==> config.mk <==
export PLATFORM = sky130hd
export DESIGN_NAME = service_queue_with_promotion_core
export DESIGN_NICKNAME = d
export VERILOG_FILES = /design/src/design/sqp_pkg.sv /design/src/design/service_queue_with_promotion_core.sv /design/src/design/sqp_store.sv
export SDC_FILE = /design/constraint.sdc
export NUM_CORES = 1
export LEC_CHECK = 0
export ABC_AREA = 1
export BUFFER_PORTS_ARGS = -buffer_cell sky130_fd_sc_hd__buf_4
export CAP_MARGIN = 20
export CORE_AREA = 2 2 179 181
export DETAILED_ROUTE_END_ITERATION = 6
export DIE_AREA = 0 0 181 183
export PLACE_DENSITY = 0.75
export REMOVE_ABC_BUFFERS = 1
export SYNTH_ARGS = -nofsm -noshare
export SYNTH_HDL_FRONTEND = slang
export SYNTH_HIERARCHICAL = 1
export SYNTH_SLANG_ARGS = --single-unit
==> constraint.sdc <==
create_clock -name clk -period 6.2 [get_ports clk]
set_input_delay 0 -clock clk [delete_from_list [all_inputs] [get_ports clk]]
set_output_delay 0 -clock clk [all_outputs]
set_load 0.02 [all_outputs]
==> src/design/sqp_pkg.sv <==
package sqp_pkg;

  localparam int CW = 5;

  localparam logic [1:0] MODE_ENQ     = 2'd0;
  localparam logic [1:0] MODE_DEQ     = 2'd1;
  localparam logic [1:0] MODE_PROMOTE = 2'd2;

  localparam logic [1:0] STATUS_DONE    = 2'd0;
  localparam logic [1:0] STATUS_INVALID = 2'd1;
  localparam logic [1:0] STATUS_FULL    = 2'd2;
  localparam logic [1:0] STATUS_EMPTY   = 2'd3;

  localparam logic [7:0] CODE_LOW  = 8'h41;
  localparam logic [7:0] CODE_HIGH = 8'h5A;

  localparam logic [CW-1:0] CAP_RESET = 5'd16;

  typedef enum logic [1:0] {
    ST_IDLE,
    ST_DEQ,
    ST_WALK,
    ST_RESP
  } state_t;

  typedef struct packed {
    logic          we;
    logic          wbank;
    logic [CW-1:0] wptr;
    logic [7:0]    wdata;
    logic          rbank;
    logic [CW-1:0] rptr;
  } store_ctl_t;

endpackage

==> src/design/service_queue_with_promotion_core.sv <==
// Channel   Dir  Handshake          Payload
// s_axis    in   s_tvalid/s_tready  s_tdata: mode[1:0], code[9:2]
// m_axis    out  m_tvalid/m_tready  m_tdata: status[1:0], served_code[9:2], fill_after[14:10]
// cfg       in   cfg_we             cfg_wdata: capacity[4:0]
//
// Dequeue uses a registered store read; promote makes two passes of the
// shared read-compare loop over the store.
// Promote writes into the other bank of the store, then swaps banks.
// Reset (rst, synchronous) empties the queue and sets capacity to 16.
// A result waits in the output register; the block stalls in its response
// step only while that register is still held by m_tready low.
module service_queue_with_promotion_core #(
  parameter int DEPTH = 16
) (
  input  logic        clk,
  input  logic        rst,
  input  logic        s_tvalid,
  output logic        s_tready,
  input  logic [15:0] s_tdata,   // mode[1:0], code[9:2], zero[15:10]
  output logic        m_tvalid,
  input  logic        m_tready,
  output logic [15:0] m_tdata,   // status[1:0], served_code[9:2], fill_after[14:10], zero[15]
  input  logic        cfg_we,
  input  logic [4:0]  cfg_wdata
);

  localparam int CW    = sqp_pkg::CW;
  localparam int SLOTS = (DEPTH < 31) ? DEPTH : 31;
  localparam int AW    = (SLOTS > 1) ? $clog2(SLOTS) : 1;
  localparam logic [CW-1:0] CAP_MAX = CW'(SLOTS);

  sqp_pkg::state_t     state, state_next;
  sqp_pkg::store_ctl_t ctl;

  logic [CW-1:0] capacity;
  logic [CW-1:0] cap_eff;
  logic [CW-1:0] wp;
  logic [CW-1:0] fill;
  logic          bank;
  logic [CW-1:0] j;
  logic [CW-1:0] issued;
  logic [CW-1:0] n;
  logic          rd_pend;
  logic          pass;
  logic [7:0]    code_r;
  logic [1:0]    res_status;
  logic [7:0]    res_served;
  logic [7:0]    rdata;

  logic [1:0]    in_mode;
  logic [7:0]    in_code;
  logic          accept;
  logic          code_ok;
  logic [CW:0]   oldest_wide;
  logic [CW-1:0] oldest;
  logic [CW-1:0] wp_inc;
  logic [CW-1:0] j_inc;
  logic          issue;
  logic          take;
  logic          walk_end;
  logic          out_free;
  logic          out_load;
  logic          enq_ok;
  logic          deq_ok;

  assign in_mode = s_tdata[1:0];
  assign in_code = s_tdata[9:2];
  assign accept  = s_tvalid && s_tready;
  assign code_ok = in_code inside {[sqp_pkg::CODE_LOW:sqp_pkg::CODE_HIGH]};

  assign cap_eff = (capacity == '0)     ? CW'(1) :
                   (capacity > CAP_MAX) ? CAP_MAX : capacity;

  assign oldest_wide = (wp >= fill) ? {1'b0, wp} - {1'b0, fill}
                                    : {1'b0, wp} + {1'b0, cap_eff} - {1'b0, fill};
  assign oldest = oldest_wide[CW-1:0];

  assign wp_inc = (wp + CW'(1) == cap_eff) ? '0 : wp + CW'(1);
  assign j_inc  = (j + CW'(1) == cap_eff) ? '0 : j + CW'(1);

  assign issue    = (state == sqp_pkg::ST_WALK) && (issued != fill);
  assign take     = rd_pend && ((rdata == code_r) == !pass);
  assign walk_end = !issue && !rd_pend;
  assign out_free = !m_tvalid || m_tready;
  assign enq_ok   = code_ok && (fill < cap_eff);
  assign deq_ok   = fill != '0;

  sqp_store #(.AW(AW)) u_store (
    .clk   (clk),
    .ctl   (ctl),
    .rdata (rdata)
  );

  always_comb begin
    state_next = state;
    case (state)
      sqp_pkg::ST_IDLE: begin
        if (accept) begin
          if (in_mode == sqp_pkg::MODE_DEQ && deq_ok) begin
            state_next = sqp_pkg::ST_DEQ;
          end else if (in_mode == sqp_pkg::MODE_PROMOTE && code_ok) begin
            state_next = sqp_pkg::ST_WALK;
          end else begin
            state_next = sqp_pkg::ST_RESP;
          end
        end
      end
      sqp_pkg::ST_DEQ:  state_next = sqp_pkg::ST_RESP;
      sqp_pkg::ST_WALK: begin
        if (walk_end && pass) begin
          state_next = sqp_pkg::ST_RESP;
        end
      end
      sqp_pkg::ST_RESP: begin
        if (out_free) begin
          state_next = sqp_pkg::ST_IDLE;
        end
      end
      default: state_next = sqp_pkg::ST_IDLE;
    endcase
  end

  always_comb begin
    s_tready  = (state == sqp_pkg::ST_IDLE);
    out_load  = (state == sqp_pkg::ST_RESP) && out_free;
    ctl.we    = 1'b0;
    ctl.wbank = bank;
    ctl.wptr  = wp;
    ctl.wdata = in_code;
    ctl.rbank = bank;
    ctl.rptr  = oldest;
    case (state)
      sqp_pkg::ST_IDLE: begin
        ctl.we = accept && (in_mode == sqp_pkg::MODE_ENQ) && enq_ok;
      end
      sqp_pkg::ST_WALK: begin
        ctl.rptr  = j;
        ctl.we    = take;
        ctl.wbank = !bank;
        ctl.wptr  = n;
        ctl.wdata = rdata;
      end
      default: begin
      end
    endcase
  end

  always_ff @(posedge clk) begin
    if (rst) begin
      state    <= sqp_pkg::ST_IDLE;
      capacity <= sqp_pkg::CAP_RESET;
      wp       <= '0;
      fill     <= '0;
      bank     <= 1'b0;
      rd_pend  <= 1'b0;
      pass     <= 1'b0;
      m_tvalid <= 1'b0;
    end else begin
      state <= state_next;
      if (cfg_we) begin
        capacity <= cfg_wdata;
        wp       <= '0;
        fill     <= '0;
      end
      case (state)
        sqp_pkg::ST_IDLE: begin
          if (accept) begin
            code_r     <= in_code;
            res_served <= '0;
            res_status <= sqp_pkg::STATUS_INVALID;
            j          <= oldest;
            issued     <= '0;
            n          <= '0;
            pass       <= 1'b0;
            rd_pend    <= 1'b0;
            case (in_mode)
              sqp_pkg::MODE_ENQ: begin
                if (!code_ok) begin
                  res_status <= sqp_pkg::STATUS_INVALID;
                end else if (!enq_ok) begin
                  res_status <= sqp_pkg::STATUS_FULL;
                end else begin
                  res_status <= sqp_pkg::STATUS_DONE;
                  wp         <= wp_inc;
                  fill       <= fill + CW'(1);
                end
              end
              sqp_pkg::MODE_DEQ: begin
                if (deq_ok) begin
                  res_status <= sqp_pkg::STATUS_DONE;
                  fill       <= fill - CW'(1);
                end else begin
                  res_status <= sqp_pkg::STATUS_EMPTY;
                end
              end
              sqp_pkg::MODE_PROMOTE: begin
                if (code_ok) begin
                  res_status <= sqp_pkg::STATUS_DONE;
                end
              end
              default: begin
              end
            endcase
          end
        end
        sqp_pkg::ST_DEQ: begin
          res_served <= rdata;
        end
        sqp_pkg::ST_WALK: begin
          rd_pend <= issue;
          if (issue) begin
            j      <= j_inc;
            issued <= issued + CW'(1);
          end
          if (take) begin
            n <= n + CW'(1);
          end
          if (walk_end) begin
            if (!pass) begin
              pass   <= 1'b1;
              j      <= oldest;
              issued <= '0;
            end else begin
              bank <= !bank;
              wp   <= (fill == cap_eff) ? '0 : fill;
            end
          end
        end
        default: begin
        end
      endcase
      if (out_load) begin
        m_tvalid <= 1'b1;
      end else if (m_tready) begin
        m_tvalid <= 1'b0;
      end
    end
  end

  always_ff @(posedge clk) begin
    if (out_load) begin
      m_tdata <= {1'b0, fill, res_served, res_status};
    end
  end

  a_fill_bound: assert property (@(posedge clk) disable iff (rst)
    fill <= cap_eff)
    else $error("fill count above capacity");

  a_wp_bound: assert property (@(posedge clk) disable iff (rst)
    wp < cap_eff)
    else $error("write pointer outside capacity");

  a_no_overwrite: assert property (@(posedge clk) disable iff (rst)
    !(out_load && m_tvalid && !m_tready))
    else $error("pending result overwritten");

  a_walk_count: assert property (@(posedge clk) disable iff (rst)
    (state == sqp_pkg::ST_WALK) |-> (n <= fill) && (issued <= fill))
    else $error("promote walk count out of range");

  a_enq_fill: assert property (@(posedge clk) disable iff (rst)
    (accept && in_mode == sqp_pkg::MODE_ENQ && enq_ok && !cfg_we)
      |=> fill == $past(fill) + CW'(1))
    else $error("enqueue did not advance fill count");

endmodule

==> src/design/sqp_store.sv <==
module sqp_store #(
  parameter int AW = 4
) (
  input  logic                 clk,
  input  sqp_pkg::store_ctl_t  ctl,
  output logic [7:0]           rdata
);

  logic [7:0] mem [2**(AW+1)];

  always_ff @(posedge clk) begin
    if (ctl.we) begin
      mem[{ctl.wbank, ctl.wptr[AW-1:0]}] <= ctl.wdata;
    end
    rdata <= mem[{ctl.rbank, ctl.rptr[AW-1:0]}];
  end

endmodule
==> flow_metrics.env <==
export IMPL_outcome="finished, final reports clean"
export IMPL_dr_first_iter_drc_count=1151
export IMPL_setup_viol=0
export IMPL_final_hold_viol_count=0
export IMPL_num_rows=65
export IMPL_grt_max_degree=66
export IMPL_track_usage_pct=21.4
export IMPL_avgRoutedWirePerCell_um=17.7
export IMPL_path_max_fanout=65
export IMPL_r2r_slack_ns=1.51
export IMPL_tightest_slew_ns=1.00
export IMPL_p_per_area_nw_per_um2=421
export IMPL_cts_tree="done"
export IMPL_ios=44
export IMPL_antenna_left=0
export IMPL_antenna_found_initial=0
export IMPL_final_period_utilization_pct=75.7
export IMPL_syn_to_final_growth_pct=12.9
export IMPL_min_to="code_r[7]$_DFFE_PP_"
export IMPL_clockRootBuffer="clkbuf_16"
export IMPL_p_clk_share_pct=29.0
export IMPL_hold_buffers=26
export IMPL_intPower_w=0.00476
export IMPL_cap_violations=0
export IMPL_first_pass_iters=6
export IMPL_pwr_share_comb_pct=31.5
export IMPL_end_kind="flip-flop"
export IMPL_cts_buffers=34
export IMPL_place_congestion=0.898
export IMPL_r2r_end="u_store/rdata[5]$_DFF_P_"
export IMPL_grt_ovfl_total=0
export IMPL_period_needed_ns=4.69
export IMPL_post_cts_buffers=0
export IMPL_hp_start="s_tdata[9]"
export IMPL_slew_viol_final=0
export IMPL_regToRegStartpoint="fill[2]$_SDFF_PP0_"
export IMPL_port_buffers=36
export IMPL_pre_cts_ws_ns=1.63
export IMPL_p_leak_nw=6.81
export IMPL_clockBufferDepth=3
export IMPL_fp_coreArea_um2=31200
export IMPL_syn_cell_area_um2=15400
export IMPL_start_util_pct=49.3
export IMPL_routed_via_count=11000
export IMPL_dieArea_um2=33100
export IMPL_avgSynthCellArea_um2=10.2
export IMPL_chipWidth_um=181
export IMPL_critPathArrivalTime_ns=5.08
export IMPL_hpwlAfterDp_um=21800
export IMPL_clock_sinks=332
export IMPL_viasPerCell=5.53
export IMPL_drive_gt1_share_pct=8.97
export IMPL_crit_type="reg -> reg"
export IMPL_cp_required_ns=6.59
export IMPL_max_freq_mhz=213
export IMPL_nets=1627
export IMPL_h_tree_depth=2
export IMPL_clk_latency_ns=0.52
export IMPL_wl_um=35200
export IMPL_min_path_cells=2
export IMPL_grt_pass1_wl_um=56200
export IMPL_sequentialPowerShare_pct=39.5
export IMPL_tns_ns=0
export IMPL_power_switching_w=0.00257
export IMPL_rsz0062_at_grt="no"
export IMPL_diodes=0
export IMPL_slew_headroom_pct=32.8
export IMPL_post_cts_resized=0
export IMPL_fp_dieH_um=183
export IMPL_setup_worst_path_start_class="flip-flop"
export IMPL_fin_ws_ns=1.51
export IMPL_peakVddDrop_mv=0.319
export IMPL_clock_skew_ns=0.0236
export IMPL_path_clk_slew_ns=0.06
export IMPL_reg2regPathDepth=22
export IMPL_swShare_pct=35.0
export IMPL_grt_pass1_vias=10800
export IMPL_holdCritPathClass="in -> reg"
export IMPL_syn_inst=1517
export IMPL_drcViolationCount=0
export IMPL_yosys_warnings=6
## layer usage
metal / share of wire [%] / vias to the layer above / track usage [%] / routed length (um)
met5: 0 / - / 0 / 0
met4: 2.5 / 0 / 6.83 / 885
met3: 7.7 / 70 / 3.42 / 2710
met2: 48 / 444 / 35.9 / 17100
met1: 41 / 5309 / 28.8 / 14600
li1: - / 5219 / - / -
## power groups by stage
| stage | Combinational (W) | Clock [W] | Sequential [W] |
|---|---|---|---|
| 6_report | 0.00231 | 0.00213 | 0.00289 |
| 5_1_grt | 0.00256 | 0.00225 | 0.00291 |
| 3_3_place_gp | 0.00212 | 0 | 0.00294 |
| 4_1_cts | 0.00224 | 0.00216 | 0.00290 |
| 2_1_floorplan | 0.00150 | 0 | 0.00294 |
| 3_5_place_dp | 0.00220 | 0 | 0.00295 |
## worst max path at each step
stage,from,end,depth (start not counted)
after floorplan,state[0]$_SDFFE_PP0P_,u_store/rdata[1]$_DFF_P_,13
after global placement,fill[2]$_SDFF_PP0_,u_store/rdata[3]$_DFF_P_,22
after detailed placement,fill[2]$_SDFF_PP0_,u_store/rdata[2]$_DFF_P_,22
after CTS,fill[2]$_SDFF_PP0_,u_store/rdata[5]$_DFF_P_,22
after global routing,fill[2]$_SDFF_PP0_,u_store/rdata[5]$_DFF_P_,22
final,fill[2]$_SDFF_PP0_,u_store/rdata[5]$_DFF_P_,22
## registers in the layout (all words and copies together), names as in the netlist
signal	flops
bank	1
res_served	8
m_tvalid	1
capacity	5
fill	5
n	4
m_tdata	15
pass	1
u_store/rdata	8
u_store/mem	256
state	2
j	5
issued	5
wp	5
res_status	2
rd_pend	1
code_r	8
## placed cells by master (no fill, tap or decap), types with 2 or more instances in the layout
| cell | count |
|---|---|
| fa_1 | 5 |
| buf_16 | 3 |
| nand4_1 | 11 |
| o21ai_1 | 12 |
| a21oi_1 | 25 |
| clkbuf_16 | 35 |
| o21ai_4 | 2 |
| ha_1 | 27 |
| o21ai_2 | 6 |
| inv_6 | 3 |
| clkbuf_8 | 3 |
| nand3_4 | 2 |
| nand2_4 | 2 |
| nand2_1 | 504 |
| nand2_2 | 4 |
| o211ai_1 | 2 |
| o22ai_1 | 2 |
| edfxtp_1 | 303 |
| dfxtp_1 | 29 |
| nor2_2 | 4 |
| bufinv_16 | 5 |
| inv_1 | 86 |
| nand3_1 | 233 |
| nor2_1 | 107 |
| clkinv_2 | 5 |
| clkinv_1 | 5 |
| inv_4 | 3 |
| inv_2 | 7 |
| dlygate4sd3_1 | 26 |
| buf_4 | 51 |
| clkbuf_1 | 7 |
| xnor2_1 | 12 |
| o21ai_0 | 26 |
| xor2_1 | 23 |
## per-stage QoR
stage / hold WS [ns] / total power (W) / utilization (%) / area [um2] / std cells
floorplan: 0.0691 / 0.00445 / - / 14900 / 1451
global placement: 0.199 / 0.00506 / 50.8 / 15900 / 1905
detailed placement: 0.199 / 0.00515 / 50.9 / 15900 / 1906
CTS: 0.222 / 0.00730 / 55.5 / 17300 / 1993
global route: 0.225 / 0.00772 / 55.7 / 17400 / 1996
finish: 0.234 / 0.00733 / 55.7 / 17400 / 1996
## worst max-delay path, stage by stage, from the launching register on
cell and delay (ns):
dfxtp_1 0.77, inv_4 0.13, ha_1 0.41, nand2_1 0.08, o21ai_1 0.15, nand2_1 0.10
nand3b_1 0.10, nand2_1 0.06, nand2_1 0.18, inv_1 0.10, o21ai_1 0.23, nand2_1 0.14
o21ai_4 0.09, clkinv_2 0.73, buf_12 0.51, nand2_1 0.11, nand3_1 0.07, nand3_1 0.17
nand2_1 0.07, nand2_1 0.07, nand2_1 0.08, nand2_1 0.10, nand2_1 0.08
## final cells by class
type / count / area (um2)
Sequential cell: 332 / 9680
Multi-Input combinational cell: 1020 / 4900
Fill cell: 2555 / 13800
Timing Repair Buffer: 82 / 761
Tap cell: 402 / 503
Clock inverter: 16 / 228
Clock buffer: 45 / 943
Inverter: 99 / 380
Power figures use the tool's default switching activity.
